===== config.mk =====
export PLATFORM = sky130hd
export DESIGN_NAME = radix_digit_converter
export DESIGN_NICKNAME = d
export VERILOG_FILES = /design/src/hdl/rdc_pkg.sv /design/src/hdl/radix_digit_converter.sv /design/src/hdl/rdc_ram.sv /design/src/hdl/rdc_front.sv /design/src/hdl/rdc_back.sv
export SDC_FILE = /design/constraint.sdc
export NUM_CORES = 1
export LEC_CHECK = 0
export BUFFER_PORTS_ARGS = -buffer_cell sky130_fd_sc_hd__buf_2
export CORE_UTILIZATION = 57
export CTS_CLUSTER_DIAMETER = 100
export DETAILED_ROUTE_END_ITERATION = 10
export PLACE_DENSITY = 0.89
export SETUP_SLACK_MARGIN = 0.3
export SLEW_MARGIN = 10
export SYNTH_ARGS = -nofsm -noshare
export SYNTH_HDL_FRONTEND = slang
export SYNTH_SLANG_ARGS = --single-unit

===== constraint.sdc =====
create_clock -name i_clk -period 15.3 [get_ports i_clk]
set_input_delay 2.295 -clock i_clk [delete_from_list [all_inputs] [get_ports i_clk]]
set_output_delay 2.295 -clock i_clk [all_outputs]
set_load 0.1 [all_outputs]

===== src/hdl/rdc_pkg.sv =====
// Shared constants, job type and digit encoding for the radix digit converter.
// No dependencies; used by every module of the block except rdc_ram.
`default_nettype none

package rdc_pkg;

    // Sizing
    localparam int DIGIT_DEPTH = 32;
    localparam int VALUE_BITS  = 31;
    localparam int BASE_BITS   = 6;
    localparam int DIGIT_BITS  = 6;
    localparam int CHAR_BITS   = 8;

    // Legal radix range
    localparam int BASE_MIN = 2;
    localparam int BASE_MAX = 36;

    // Character encoding
    localparam int                   DEC_RADIX = 10;
    localparam logic [CHAR_BITS-1:0] CHAR_ZERO = 8'h30;
    localparam logic [CHAR_BITS-1:0] CHAR_A    = 8'h41;

    // Divider: quotient bits retired per cycle and cycles per division
    localparam int REM_BITS   = BASE_BITS + 1;
    localparam int DIV_STEPS  = 8;
    localparam int DIV_CYCLES = (VALUE_BITS + DIV_STEPS - 1) / DIV_STEPS;
    localparam int DIV_BITS   = DIV_CYCLES * DIV_STEPS;
    localparam int CNT_BITS   = (DIV_CYCLES > 1) ? $clog2(DIV_CYCLES) : 1;

    // Digit stack addressing
    localparam int ADDR_BITS = $clog2(DIGIT_DEPTH);
    localparam int SP_BITS   = $clog2(DIGIT_DEPTH + 1);

    // Job queue between front and back
    localparam int QUEUE_DEPTH = 2;
    localparam int QPTR_BITS   = (QUEUE_DEPTH > 1) ? $clog2(QUEUE_DEPTH) : 1;
    localparam int QCNT_BITS   = $clog2(QUEUE_DEPTH + 1);

    // How the back end must treat a job
    typedef enum logic [1:0] {
        K_CONV,
        K_ZERO,
        K_BAD
    } t_kind;

    typedef struct packed {
        logic [VALUE_BITS-1:0] value;
        logic [BASE_BITS-1:0]  base;
        t_kind                 kind;
    } t_job;

    // Map a digit value 0..35 to '0'..'9', 'A'..'Z'
    function automatic logic [CHAR_BITS-1:0] digit_to_ascii(input logic [DIGIT_BITS-1:0] d);
        logic [CHAR_BITS-1:0] ext;
        ext = CHAR_BITS'(d);
        if (d < DIGIT_BITS'(DEC_RADIX)) begin
            return CHAR_ZERO + ext;
        end
        return CHAR_A + ext - CHAR_BITS'(DEC_RADIX);
    endfunction

endpackage

`default_nettype wire


===== src/hdl/radix_digit_converter.sv =====
// Radix digit converter: turns a non-negative integer into ASCII digits in a
// radix of 2 to 36, most significant digit first, last_digit on the final
// word. A zero value gives the single word '0'; a radix outside 2..36 gives
// one word with bad_base set and digit_char zero. Input words go into a
// two-entry job queue, so up to two can be taken while the back end is busy.
// The divider retires eight quotient bits per cycle, and the digit stack RAM gives
// one digit per cycle on readback while the output is not stalled. Zero and bad
// radix words skip the divider and go straight to the output register.
// Depends on rdc_pkg, rdc_front, rdc_back.
`default_nettype none

module radix_digit_converter (
    input  wire logic                           i_clk,
    input  wire logic                           i_rst_n,
    input  wire logic                           i_in_valid,
    output logic                                o_in_stall,
    input  wire logic [rdc_pkg::VALUE_BITS-1:0] i_value,
    input  wire logic [rdc_pkg::BASE_BITS-1:0]  i_base,
    output logic                                o_out_valid,
    input  wire logic                           i_out_stall,
    output logic [rdc_pkg::CHAR_BITS-1:0]       o_digit_char,
    output logic                                o_last_digit,
    output logic                                o_bad_base
);

    import rdc_pkg::*;

    logic w_job_valid;
    t_job w_job;
    logic w_job_pop;

    // Accept and classify
    rdc_front u_front (
        .i_clk       (i_clk),
        .i_rst_n     (i_rst_n),
        .i_in_valid  (i_in_valid),
        .o_in_stall  (o_in_stall),
        .i_value     (i_value),
        .i_base      (i_base),
        .o_job_valid (w_job_valid),
        .o_job       (w_job),
        .i_job_pop   (w_job_pop)
    );

    // Convert and emit
    rdc_back u_back (
        .i_clk        (i_clk),
        .i_rst_n      (i_rst_n),
        .i_job_valid  (w_job_valid),
        .i_job        (w_job),
        .o_job_pop    (w_job_pop),
        .o_out_valid  (o_out_valid),
        .i_out_stall  (i_out_stall),
        .o_digit_char (o_digit_char),
        .o_last_digit (o_last_digit),
        .o_bad_base   (o_bad_base)
    );

endmodule

`default_nettype wire


===== src/hdl/rdc_ram.sv =====
// Generic single-write, single-read RAM with registered read data.
// No dependencies; holds the digit stack.
`default_nettype none

module rdc_ram #(
    parameter int WIDTH = 8,
    parameter int DEPTH = 32
) (
    input  wire logic                                       i_clk,
    input  wire logic                                       i_wr_en,
    input  wire logic [((DEPTH > 1) ? $clog2(DEPTH) : 1)-1:0] i_wr_addr,
    input  wire logic [WIDTH-1:0]                           i_wr_data,
    input  wire logic                                       i_rd_en,
    input  wire logic [((DEPTH > 1) ? $clog2(DEPTH) : 1)-1:0] i_rd_addr,
    output logic      [WIDTH-1:0]                           o_rd_data
);

    logic [WIDTH-1:0] r_mem [DEPTH];
    logic [WIDTH-1:0] r_rd_data;

    // Write port
    always_ff @(posedge i_clk) begin
        if (i_wr_en) begin
            r_mem[i_wr_addr] <= i_wr_data;
        end
    end

    // Registered read; data holds while no read is issued
    always_ff @(posedge i_clk) begin
        if (i_rd_en) begin
            r_rd_data <= r_mem[i_rd_addr];
        end
    end

    assign o_rd_data = r_rd_data;

endmodule

`default_nettype wire


===== src/hdl/rdc_front.sv =====
// Front end: accepts input words, classifies them and queues them as jobs.
// Depends on rdc_pkg.
`default_nettype none

module rdc_front (
    input  wire logic                         i_clk,
    input  wire logic                         i_rst_n,
    input  wire logic                         i_in_valid,
    output logic                              o_in_stall,
    input  wire logic [rdc_pkg::VALUE_BITS-1:0] i_value,
    input  wire logic [rdc_pkg::BASE_BITS-1:0]  i_base,
    output logic                              o_job_valid,
    output rdc_pkg::t_job                     o_job,
    input  wire logic                         i_job_pop
);

    import rdc_pkg::*;

    t_job                 r_q [QUEUE_DEPTH];
    logic [QPTR_BITS-1:0] r_wr_ptr;
    logic [QPTR_BITS-1:0] r_rd_ptr;
    logic [QCNT_BITS-1:0] r_count;
    logic [QCNT_BITS-1:0] n_count;
    t_job                 w_job;
    logic                 w_push;
    logic                 w_pop;

    function automatic logic [QPTR_BITS-1:0] ptr_inc(input logic [QPTR_BITS-1:0] p);
        if (p == QPTR_BITS'(QUEUE_DEPTH - 1)) begin
            return '0;
        end
        return p + 1'b1;
    endfunction

    // Classify: bad radix first, then zero value, else a real conversion
    always_comb begin
        w_job.value = i_value;
        w_job.base  = i_base;
        if (i_base < BASE_BITS'(BASE_MIN) || i_base > BASE_BITS'(BASE_MAX)) begin
            w_job.kind = K_BAD;
        end else if (i_value == '0) begin
            w_job.kind = K_ZERO;
        end else begin
            w_job.kind = K_CONV;
        end
    end

    assign o_in_stall  = (r_count == QCNT_BITS'(QUEUE_DEPTH));
    assign o_job_valid = (r_count != '0);
    assign o_job       = r_q[r_rd_ptr];
    assign w_push      = i_in_valid && !o_in_stall;
    assign w_pop       = i_job_pop && o_job_valid;

    // Track fill level
    always_comb begin
        case ({w_push, w_pop})
            2'b10:   n_count = r_count + 1'b1;
            2'b01:   n_count = r_count - 1'b1;
            default: n_count = r_count;
        endcase
    end

    // Advance queue pointers
    always_ff @(posedge i_clk) begin
        if (!i_rst_n) begin
            r_wr_ptr <= '0;
            r_rd_ptr <= '0;
            r_count  <= '0;
        end else begin
            if (w_push) begin
                r_wr_ptr <= ptr_inc(r_wr_ptr);
            end
            if (w_pop) begin
                r_rd_ptr <= ptr_inc(r_rd_ptr);
            end
            r_count <= n_count;
        end
    end

    // Store queued jobs
    always_ff @(posedge i_clk) begin
        if (w_push) begin
            r_q[r_wr_ptr] <= w_job;
        end
    end

endmodule

`default_nettype wire


===== src/hdl/rdc_back.sv =====
// Back end: divides by the radix, pushes remainders onto the digit stack,
// then pops and emits ASCII digits. Depends on rdc_pkg and rdc_ram.
`default_nettype none

module rdc_back (
    input  wire logic                        i_clk,
    input  wire logic                        i_rst_n,
    input  wire logic                        i_job_valid,
    input  wire rdc_pkg::t_job               i_job,
    output logic                             o_job_pop,
    output logic                             o_out_valid,
    input  wire logic                        i_out_stall,
    output logic [rdc_pkg::CHAR_BITS-1:0]    o_digit_char,
    output logic                             o_last_digit,
    output logic                             o_bad_base
);

    import rdc_pkg::*;

    typedef enum logic [1:0] {
        S_IDLE,
        S_DIV,
        S_READ,
        S_EMIT
    } t_state;

    t_state                r_state, n_state;
    logic [DIV_BITS-1:0]   r_quot, n_quot;
    logic [REM_BITS-1:0]   r_rem, n_rem;
    logic [BASE_BITS-1:0]  r_base, n_base;
    logic [CNT_BITS-1:0]   r_cnt, n_cnt;
    logic [SP_BITS-1:0]    r_sp, n_sp;
    logic                  r_out_valid, n_out_valid;
    logic [CHAR_BITS-1:0]  r_char, n_char;
    logic                  r_last, n_last;
    logic                  r_bad, n_bad;

    logic [DIV_BITS-1:0]   w_quot;
    logic [REM_BITS-1:0]   w_rem;
    logic [SP_BITS-1:0]    w_sp_dec;
    logic                  w_out_free;
    logic                  w_wr_en;
    logic                  w_rd_en;
    logic [DIGIT_BITS-1:0] w_rd_data;

    // Digit stack
    rdc_ram #(
        .WIDTH (DIGIT_BITS),
        .DEPTH (DIGIT_DEPTH)
    ) u_stack (
        .i_clk     (i_clk),
        .i_wr_en   (w_wr_en),
        .i_wr_addr (r_sp[ADDR_BITS-1:0]),
        .i_wr_data (w_rem[DIGIT_BITS-1:0]),
        .i_rd_en   (w_rd_en),
        .i_rd_addr (w_sp_dec[ADDR_BITS-1:0]),
        .o_rd_data (w_rd_data)
    );

    // Retire DIV_STEPS quotient bits of restoring division
    always_comb begin
        logic [REM_BITS-1:0] shifted;
        w_quot  = r_quot;
        w_rem   = r_rem;
        shifted = '0;
        for (int i = 0; i < DIV_STEPS; i++) begin
            shifted = {w_rem[REM_BITS-2:0], w_quot[DIV_BITS-1]};
            w_quot  = {w_quot[DIV_BITS-2:0], 1'b0};
            if (shifted >= {1'b0, r_base}) begin
                w_rem     = shifted - {1'b0, r_base};
                w_quot[0] = 1'b1;
            end else begin
                w_rem = shifted;
            end
        end
    end

    assign w_sp_dec   = r_sp - 1'b1;
    assign w_out_free = !r_out_valid || !i_out_stall;

    // Sequence jobs: divide and push, then pop and emit
    always_comb begin
        n_state     = r_state;
        n_quot      = r_quot;
        n_rem       = r_rem;
        n_base      = r_base;
        n_cnt       = r_cnt;
        n_sp        = r_sp;
        n_out_valid = r_out_valid && i_out_stall;
        n_char      = r_char;
        n_last      = r_last;
        n_bad       = r_bad;
        o_job_pop   = 1'b0;
        w_wr_en     = 1'b0;
        w_rd_en     = 1'b0;
        case (r_state)
            S_IDLE: begin
                if (i_job_valid) begin
                    case (i_job.kind)
                        K_CONV: begin
                            o_job_pop = 1'b1;
                            n_quot    = DIV_BITS'(i_job.value);
                            n_base    = i_job.base;
                            n_rem     = '0;
                            n_cnt     = '0;
                            n_sp      = '0;
                            n_state   = S_DIV;
                        end
                        K_ZERO, K_BAD: begin
                            // Single-word answer straight to the output
                            if (w_out_free) begin
                                o_job_pop   = 1'b1;
                                n_out_valid = 1'b1;
                                n_char      = (i_job.kind == K_BAD) ? '0 : CHAR_ZERO;
                                n_last      = 1'b1;
                                n_bad       = (i_job.kind == K_BAD);
                            end
                        end
                        default: begin
                            o_job_pop = 1'b1;
                        end
                    endcase
                end
            end
            S_DIV: begin
                n_quot = w_quot;
                n_rem  = w_rem;
                n_cnt  = r_cnt + 1'b1;
                if (r_cnt == CNT_BITS'(DIV_CYCLES - 1)) begin
                    // Division done: push remainder, go again on a nonzero quotient until the stack is full
                    w_wr_en = 1'b1;
                    n_sp    = r_sp + 1'b1;
                    n_cnt   = '0;
                    n_rem   = '0;
                    if (w_quot == '0 || r_sp == SP_BITS'(DIGIT_DEPTH - 1)) begin
                        n_state = S_READ;
                    end
                end
            end
            S_READ: begin
                w_rd_en = 1'b1;
                n_sp    = w_sp_dec;
                n_state = S_EMIT;
            end
            S_EMIT: begin
                if (w_out_free) begin
                    n_out_valid = 1'b1;
                    n_char      = digit_to_ascii(w_rd_data);
                    n_last      = (r_sp == '0);
                    n_bad       = 1'b0;
                    if (r_sp == '0) begin
                        n_state = S_IDLE;
                    end else begin
                        w_rd_en = 1'b1;
                        n_sp    = w_sp_dec;
                    end
                end
            end
            default: begin
                n_state = S_IDLE;
            end
        endcase
    end

    // Hold state and output word
    always_ff @(posedge i_clk) begin
        r_quot <= n_quot;
        r_rem  <= n_rem;
        r_base <= n_base;
        r_char <= n_char;
        r_last <= n_last;
        r_bad  <= n_bad;
        if (!i_rst_n) begin
            r_state     <= S_IDLE;
            r_cnt       <= '0;
            r_sp        <= '0;
            r_out_valid <= 1'b0;
        end else begin
            r_state     <= n_state;
            r_cnt       <= n_cnt;
            r_sp        <= n_sp;
            r_out_valid <= n_out_valid;
        end
    end

    assign o_out_valid  = r_out_valid;
    assign o_digit_char = r_char;
    assign o_last_digit = r_last;
    assign o_bad_base   = r_bad;

endmodule

`default_nettype wire


==> metrics.md, run 1 <==
| Metric | Value |
|---|---|
| Hold_sp | `u_back.r_state[0]` |
| Slowest-stage cell, CP | `or4_4` |
| Max Used Layer | `met4` |
| Worst setup SP type | `flop` |
| RR Endpoint | `u_back.u_stack.r_mem[6][0]` |
| Setup crit end kind | `flop` |
| Initial core utilization | `58.3%` |
| RSZ-0062 raised after global routing | `no` |
| Final Max Slew Viols | `0` |
| Arr. time, crit path | `15180 ps` |
| Yosys warning total | `0` |
| Root buffer selected by CTS | `clkbuf_16` |
| Hold depth | `2` |
| Inserted Clock Buffers | `34` |
| Final WL | `45.7 mm` |
| GRT overflow | `0` |
| Hold EP | `u_back.r_state[0]` |
| Pre-antenna DRT Iters | `5` |
| Vias in the first global route | `11400` |
| Seq/Total Area, Yosys | `60.5%` |
| Full die area | `30300 sq um` |
| Clock transition at path regs | `70 ps` |
| Min Tclk post-route | `14800 ps` |
| Initial antenna violation count | `0` |
| Commonest non-fill, non-tap cell in the layout | `edfxtp_1` |
| Async S/R FF share, synth | `0%` |
| Iter 0 DRT Violations | `1517` |
| Core Area | `28900 sq um` |
| Die Wd | `174 microns` |
| Hold Worst Slack | `508 ps` |
| Outcome | `completed` |
| Worst Hold Class | `flop to flop` |
| Largest net degree at the start of global routing | `79` |
| Gr usage total | `29.2%` |
| Post-Syn Area | `16900 sq um` |
| FMAX | `67.6 MHz` |
| Multi-input combinational cell area | `6960 sq um` |
| Post-DRT Antenna Nets | `0` |
| DRC Markers | `0` |
| Mapped Nets | `1303` |
| Slew margin rel. | `16.3%` |
| Adder-cell share of the synthesized area | `5.70%` |
| Setup TNS | `0 ps` |
| Port buffer count | `51` |
| Via-to-Cell Ratio | `6.68` |
| CTS Buffer Depth | `3` |
| M1 WL | `16.8 mm` |
| # diodes | `0` |
| FF-to-FF setup slack | `500 ps` |
| Area grow syn2layout | `19.2%` |
| Final Cycle Share | `96.7%` |
| Reg-to-Reg Start | `u_back.r_rem[4]` |
| Wire per inst | `26.1 microns` |
| Die Y | `174 microns` |
| Layout cells sized above 1 | `29.9%` |
| Pre-CTS setup slack | `-547 ps` |
| Mux contribution to synthesized area | `12.2%` |
| Final Hold Viols | `0` |
| CP Class | `flop to flop` |
| Clk sinks | `345` |
| Netlist cell types | `84` |
| DP Wirelength | `27.7 mm` |
| Nets@finish | `1451` |
| Compound-cell area share of the yosys netlist | `8.54%` |
| Largest family of logic cells by synthesized area | `multiplexers` |
| EDFF count, synth | `329` |
| Largest fanout on the critical path | `7` |
| Mean post-synth cell area | `14.2 sq um` |
| Global-route wire length before repair | `66.5 mm` |
| TritonCTS clock tree | `yes` |
| Fillers | `1712` |
| H-Tree Depth | `2` |
| Post-Synth Simple-Gate Area | `8.77%` |
| Reg2Reg Depth | `71` |
| Most frequent cells in the layout | `edfxtp_1, buf_4, nand2_1, nor2_1, mux4_2` |
| Ys flop type | `edfxtp_1` |
| Crit. Startpoint | `u_back.r_rem[4]` |
| Required @ worst endpoint | `15680 ps` |
| Worst slew pin tran | `1250 ps` |
| Max incr delay on CP | `530 ps` |
| Met2 WL | `21.4 mm` |
| Met3 wire len | `4.81 mm` |
| Xor/xnor share of the synthesized area | `1.97%` |
| Site row count | `62` |
| Via count | `11700` |
| Later-pin clock latency in the skew report | `530 ps` |
| Reg area | `10200 sq um` |
| Io pins | `53` |
| Clk_skew | `27.7 ps` |
| Max-cap violations | `0` |
| Worst setup margin | `502 ps` |
| Seq cells post-synth | `345` |
| Placer congestion estimate | `0.948` |
| Cell count after synthesis | `1190` |
| # setup viols final | `0` |
[logic make-up after synthesis]
| family | Yosys count |
|---|---|
| DFF | 345 |
| buffers and inverters | 99 |
| xor gates and xnor gates | 38 |
| adders and majority gates | 72 |
| other | 1 |
| muxes | 126 |
| and+or+nand+nor | 294 |
| AOI/OAI and AO/OA | 215 |
[state kept, by name, indices dropped and copies added, names as in the netlist, named ones only]
signal                    cells
u_back.r_quot                32
u_front.r_count               2
u_back.o_last_digit           1
u_back.r_state                2
u_back.u_stack.o_rd_data      6
u_back.o_out_valid            1
u_front.r_wr_ptr              1
u_front.r_q                  78
u_back.r_sp                   6
u_back.o_digit_char           7
u_back.r_cnt                  2
u_back.r_base                 6
u_back.u_stack.r_mem        192
u_back.o_bad_base             1
u_front.r_rd_ptr              1
u_back.r_rem                  6
[cell usage after synthesis, types with 17 or more instances]
cell	number	area, sq um
nor2_1	76	285
nand2_1	79	297
inv_1	55	206
xor2_1	17	149
a21o_1	18	135
o21ai_0	57	285
ha_1	64	801
mux2_2	22	248
nand3_1	18	90.1
clkbuf_1	31	116
mux2i_1	41	410
nor2b_1	24	150
edfxtp_1	329	9880
mux4_2	60	1350
a21oi_1	50	250
xnor2_1	21	184
[area by class of cell]
type,instances,share of cell area (%)
Inverter,55,1.05
Sequential cell,345,50.8
Timing Repair Buffer,155,5.80
Clock inverter,20,0.846
Clock buffer,42,4.54
Multi-Input combinational cell,747,34.6
Tap cell,384,2.39
[routing by layer]
layer	vias to the layer above	GRT usage [%]
met2	889	47.1
li1	4887	-
met5	-	0
met3	208	5.62
met4	0	14.4
met1	5696	38.1
[critical path, delay by kind of cell (launching register included)]
| kind | cells | cell delay (ps) |
|---|---|---|
| AOI/OAI and AO/OA | 32 | 5850 |
| adders and majority gates | 8 | 2190 |
| buffers and inverters | 7 | 980 |
| DFF | 1 | 500 |
| muxes | 7 | 2070 |
| and+or+nand+nor | 17 | 3070 |
[timing repair]
item                       CTS  global route
hold buffers                 0             0
pin swaps                   13            48
gates resized for setup     30            76
setup endpoints to repair  201           201
buffers inserted            18            42
cloned                       2             2
[metrics by stage]
stage | instance area [sq um] | cells | util [%]
global route | 20100 | 1748 | 69.5
detailed placement | 17900 | 1622 | 61.8
finish | 20100 | 1748 | 69.5
floorplan | 17000 | 1190 | -
CTS | 19300 | 1704 | 66.8
global placement | 17900 | 1622 | 61.8
[worst max path at each step]
stage | to | depth (start not counted)
2_1_floorplan | u_back.r_rem[0] | 77
3_3_place_gp | u_back.u_stack.r_mem[17][2] | 73
3_5_place_dp | u_back.u_stack.r_mem[16][2] | 72
4_1_cts | u_back.u_stack.r_mem[30][1] | 73
5_1_grt | u_back.u_stack.r_mem[6][0] | 72
6_report | u_back.u_stack.r_mem[6][0] | 71
Power of run 1 is not shown: default switching activity piles up to over one toggle a cycle in this logic, so the estimate is an artifact.
==> run 2: changes to the inputs <==
GPL_TIMING_DRIVEN = 1   (was unset)
MAX_ROUTING_LAYER = met4   (was unset)
==> run 2 against run 1 <==
Effect of this change:
- clock-buffer cell count up 2
- critical path type unchanged
- worst setup slack worse by 260 ps
- hold slack worse by 6.4 ps
- global-route usage down 0.072 points
- register-to-register slack worse by 260 ps
- utilization up 0.27 points
- die area unchanged
- non-clock buffer count up 9
- maximum frequency down 1.7%
- sequential share of layout area down 0.20 points
- cell area up 0.39%
- wire length up 0.36%
==> metrics.md, run 2 (synthesis results as in run 1) <==
| Metric | Value |
|---|---|
| Worst setup SP type | `flop` |
| Hold Worst Slack | `502 ps` |
| Most frequent cells in the layout | `edfxtp_1, buf_4, nand2_1, nor2_1, mux4_2` |
| Root buffer selected by CTS | `clkbuf_16` |
| Port buffer count | `51` |
| # setup viols final | `0` |
| Inserted Clock Buffers | `34` |
| Final Hold Viols | `0` |
| Die Wd | `174 microns` |
| FMAX | `66.4 MHz` |
| Clk sinks | `345` |
| Clk_skew | `11.2 ps` |
| Worst slew pin tran | `1260 ps` |
| Max-cap violations | `0` |
| CTS Buffer Depth | `3` |
| GRT overflow | `0` |
| Max FFs per register | `192` |
| Min Tclk post-route | `15050 ps` |
| # hold bufs at CTS | `0` |
| Via-to-Cell Ratio | `6.63` |
| Slowest-stage cell, CP | `or4_4` |
| CP Class | `flop to flop` |
| Largest fanout on the critical path | `32` |
| Commonest non-fill, non-tap cell in the layout | `edfxtp_1` |
| DRC Markers | `0` |
| Iter 0 DRT Violations | `1809` |
| Initial antenna violation count | `2` |
| Site row count | `62` |
| TritonCTS clock tree | `yes` |
| Post-DRT Antenna Nets | `0` |
| Final WL | `45.9 mm` |
| Clock transition at path regs | `70 ps` |
| Full die area | `30300 sq um` |
| Worst Hold Class | `flop to flop` |
| Via count | `11600` |
| DP Wirelength | `27.2 mm` |
| Post-DP Area | `17900 sq um` |
| Layout cells sized above 1 | `30.4%` |
| Global-route wire length before repair | `64.5 mm` |
| Required @ worst endpoint | `15640 ps` |
| Placer congestion estimate | `0.950` |
| Final Max Slew Viols | `0` |
| Outcome | `completed` |
| Gr usage total | `29.1%` |
| Final Cycle Share | `98.4%` |
| Setup crit end kind | `flop` |
| Wire per inst | `26.1 microns` |
| Largest regs | `u_back.u_stack.r_mem x192, u_front.r_q x78, u_back.r_quot x32` |
| Final Instance Area | `20200 sq um` |
| Slew margin rel. | `16.1%` |
| Core Area | `28900 sq um` |
| Nets@finish | `1460` |
| Vias in the first global route | `11000` |
| Later-pin clock latency in the skew report | `540 ps` |
| CP delay by family, top | `compound AO/OA/AOI/OAI gates` |
| Die Y | `174 microns` |
| H-Tree Depth | `2` |
| Critical path buffer and inverter count | `4` |
| Arr. time, crit path | `15400 ps` |
| Largest reg by FF count | `u_back.u_stack.r_mem` |
| Initial core utilization | `58.3%` |
| Area grow syn2layout | `19.7%` |
| Pre-antenna DRT Iters | `7` |
| Io pins | `53` |
| Max incr delay on CP | `540 ps` |
| Largest net degree at the start of global routing | `79` |
==> run 2: cell count changes in the layout (fill, tap and decap cells not counted), sizes merged <==
| cell | change |
|---|---|
| bufinv | +1 |
| clkinvlp | +1 |
| clkinv | -9 |
| inv | +2 |
| buf | +11 |
| diode | +2 |
==> run 2: per-layer routing <==
| metal | up-vias | track usage [%] | wire length, microns |
|---|---|---|---|
| li1 | 4909 | - | - |
| met1 | 5692 | 38.3 | 17100 |
| met2 | 825 | 45.2 | 21500 |
| met3 | 213 | 5.60 | 4960 |
| met4 | 0 | 11.0 | 2330 |
| met5 | - | - | 0 |
==> run 2: worst reg2reg max path: cells and delay by family, from the launching register on <==
| family | cells | cell delay [ps] |
|---|---|---|
| AOI/OAI and AO/OA | 38 | 7200 |
| DFF | 1 | 510 |
| buffers and inverters | 4 | 460 |
| and+or+nand+nor | 19 | 3230 |
| muxes | 5 | 1460 |
| adders and majority gates | 8 | 1970 |
==> run 2: cell type report <==
class                           instances  area, sq um
Fill cell                            1701         8750
Tap cell                              384          480
Clock buffer                           44          930
Antenna cell                            2         5.00
Multi-Input combinational cell        747         6980
Clock inverter                         15          169
Timing Repair Buffer                  164         1200
Inverter                               55          211
Sequential cell                       345        10200
==> run 2: metrics by stage <==
| stage | worst slack (ps) | TNS [ps] | std cells | utilization, % |
|---|---|---|---|---|
| floorplan | 314 | 0 | 1190 | - |
| global placement | 139 | 0 | 1628 | 61.9 |
| detailed placement | -386 | -57470 | 1628 | 61.9 |
| CTS | 309 | 0 | 1709 | 66.9 |
| global route | -274 | -40910 | 1756 | 69.8 |
| finish | 245 | 0 | 1756 | 69.8 |
==> run 2: final timing paths <==
path | startpoint | endpoint | slack, ps | depth (start not counted)
max | u_back.r_rem[1] | u_back.u_stack.r_mem[6][4] | 250 | 74
min reg2reg | u_back.r_state[0] | u_back.r_state[0] | 500 | 2
min | u_back.r_state[0] | u_back.r_state[0] | 500 | 2
max reg2reg | u_back.r_rem[1] | u_back.u_stack.r_mem[6][4] | 250 | 74
==> run 2: what timing repair did <==
item / CTS / global route
setup endpoints to repair: 199 / 201
gates resized for setup: 25 / 86
pin swaps: 9 / 52
cloned: 2 / 0
setup buffers: 20 / 44
Power of run 2 is left out for the same reason.
==> run 3: changes to the inputs <==
ABC_AREA = 1   (was unset)
CORE_UTILIZATION = 56   (was 57)
PLACE_DENSITY = 0.88   (was 0.89)
==> run 3 against run 2 <==
Effect of this change:
- wire length decreased by 11%
- first-iteration DRC count decreased by 0.66%
- cell count rose by 13%
- utilization fell by 5.5 points
- maximum frequency rose by 8.4%
- highest routed layer unchanged
==> metrics.md, run 3 <==
| Metric | Value |
|---|---|
| Outcome | `completed` |
| Post-DRT Antenna Nets | `0` |
| Inserted Clock Buffers | `31` |
| Placer congestion estimate | `0.938` |
| Async S/R FF share, synth | `0%` |
| # hold bufs at CTS | `0` |
| TritonCTS clock tree | `yes` |
| EDFF count, synth | `329` |
| Final Hold Viols | `0` |
| Layout cells sized above 1 | `12.6%` |
| Iter 0 DRT Violations | `1797` |
| Commonest cells post-synth | `edfxtp_1, nor2_1, nand2_1` |
| Max-cap violations | `0` |
| Slew margin rel. | `19.7%` |
| Cell accounting for the most synthesized area | `edfxtp_1` |
| Via count | `12300` |
| Fillers | `1990` |
| Gr usage total | `27.2%` |
| Largest net degree at the start of global routing | `101` |
| Clk_skew | `20.4 ps` |
| CP Class | `flop to flop` |
| Largest reg by FF count | `u_back.u_stack.r_mem` |
| Mapped Nets | `1619` |
| Clk sinks | `345` |
| Top post-synthesis cells by area | `edfxtp_1, nor2_1, ha_1, nand2_1, a21oi_1` |
| Nets@finish | `1686` |
| CP delay by family, top | `compound AO/OA/AOI/OAI gates` |
| Arr. time, crit path | `14180 ps` |
| Io pins | `53` |
| Netlist cell types | `50` |
| GRT overflow | `0` |
| Global-route wire length before repair | `62.8 mm` |
| Worst Hold Class | `flop to flop` |
| Full die area | `30400 sq um` |
| Most frequent cell after synthesis | `edfxtp_1` |
| Max incr delay on CP | `390 ps` |
| Pre-antenna DRT Iters | `9` |
| Cell count after synthesis | `1506` |
| H-Tree Depth | `1` |
| Via-to-Cell Ratio | `6.22` |
| Mean post-synth cell area | `11.1 sq um` |
| Vias in the first global route | `12000` |
| Setup crit end kind | `flop` |
| Required @ worst endpoint | `15600 ps` |
| Max FFs per register | `192` |
| DP Wirelength | `25.7 mm` |
| Die Y | `174 microns` |
| Initial antenna violation count | `1` |
| Seq/Total Area, Yosys | `61.3%` |
| Slowest-stage cell, CP | `ha_1` |
| Share of the synthesized area in the top cell type | `59.4%` |
| RSZ-0062 raised after global routing | `no` |
| Min Tclk post-route | `13890 ps` |
| Post-Syn Area | `16600 sq um` |
| Ys flop type | `edfxtp_1` |
| Seq cells post-synth | `345` |
| DRC Markers | `0` |
| Core Area | `28900 sq um` |
| Critical path buffer and inverter count | `11` |
| Final WL | `41.0 mm` |
| Worst setup SP type | `flop` |
| CTS Buffer Depth | `3` |
| # setup viols final | `0` |
| Site row count | `62` |
| Most frequent CP cell | `nand2_1` |
| Yosys warning total | `0` |
| Setup TNS | `0 ps` |
| Wire per inst | `20.7 microns` |
| Clock transition at path regs | `60 ps` |
| Die Wd | `174 microns` |
| Root buffer selected by CTS | `clkbuf_16` |
| Worst slew pin tran | `1200 ps` |
| Commonest non-fill, non-tap cell in the layout | `edfxtp_1` |
| Final Max Slew Viols | `0` |
| Largest fanout on the critical path | `16` |
| Area grow syn2layout | `11.8%` |
| Most frequent cells in the layout | `edfxtp_1, nor2_1, nand2_1, inv_1` |
| Hold Worst Slack | `467 ps` |
| Largest regs | `u_back.u_stack.r_mem x192, u_front.r_q x78, u_back.r_quot x32` |
| FMAX | `72.0 MHz` |
| Initial core utilization | `57.5%` |
| Final Cycle Share | `90.8%` |
| Later-pin clock latency in the skew report | `580 ps` |
| Port buffer count | `51` |
run 3: changes by cell type after synthesis, sizes merged, moves of 29 or more:
cell / delta
mux4: -60
nor2: +162
a21oi: +52
nand2: +117
o21ai: +59
o32ai: +29
inv: +61
run 3: final cells by class:
type                            instances  area [sq um]  share of cell area [%]
Sequential cell                       345         10200                    54.8
Multi-Input combinational cell        983          5840                    31.4
Clock buffer                           36           795                    4.27
Timing Repair Buffer                   92           576                    3.09
Tap cell                              384           480                    2.58
Inverter                              117           477                    2.56
Clock inverter                         20           211                    1.14
Timing Repair inverter                  3          22.5                   0.121
Antenna cell                            1          2.50                  0.0134
run 3: worst reg2reg max path: cells and delay by family, from the launching register on:
kind            cells  cell delay [ps]
simple gates       30             3320
fa+ha+maj           8             2670
buf+inv            11             1490
compound gates     33             5760
flops               1              370
run 3: path summary, 6_finish.rpt:
| kind | startpoint | end | slack [ps] | cells after the start |
|---|---|---|---|---|
| setup / recovery | u_back.r_base[4] | u_back.u_stack.r_mem[14][1] | 1410 | 82 |
| hold / removal | u_front.r_rd_ptr | u_front.r_rd_ptr | 470 | 1 |
| setup reg to reg | u_back.r_base[4] | u_back.u_stack.r_mem[14][1] | 1410 | 82 |
| hold reg to reg | u_front.r_rd_ptr | u_front.r_rd_ptr | 470 | 1 |
run 3: per-layer routing:
metal / vias up / share of wire, % / global-route usage [%]
met3: 132 / 11 / 5.05
met4: 0 / 3.3 / 9.14
met5: - / 0 / -
met1: 5839 / 37 / 34.3
li1: 5541 / - / -
met2: 804 / 49 / 44.4
run 3: what timing repair did:
item / CTS / global route
buffers inserted: 0 / 28
setup endpoints to repair: 0 / 201
gates resized for setup: 0 / 31
run 3: kinds of logic after synthesis:
group / Yosys count / synth area share (%)
xor gates and xnor gates: 34 / 1.79
adders and majority gates: 72 / 5.77
DFF: 345 / 61.3
AOI/OAI and AO/OA: 328 / 12.0
buffers and inverters: 179 / 4.22
other: 1 / 0.0225
and+or+nand+nor: 527 / 13.7
muxes: 20 / 1.20
run 3: through the flow:
stage	instance area, sq um	util, %	cells	worst slack [ps]
floorplan	16600	-	1506	2830
global route	18600	64.3	1981	215
detailed placement	17200	59.6	1892	508
global placement	17200	59.6	1892	1360
CTS	18200	63.0	1948	428
finish	18600	64.3	1981	1410
Power of run 3 is left out for the same reason.
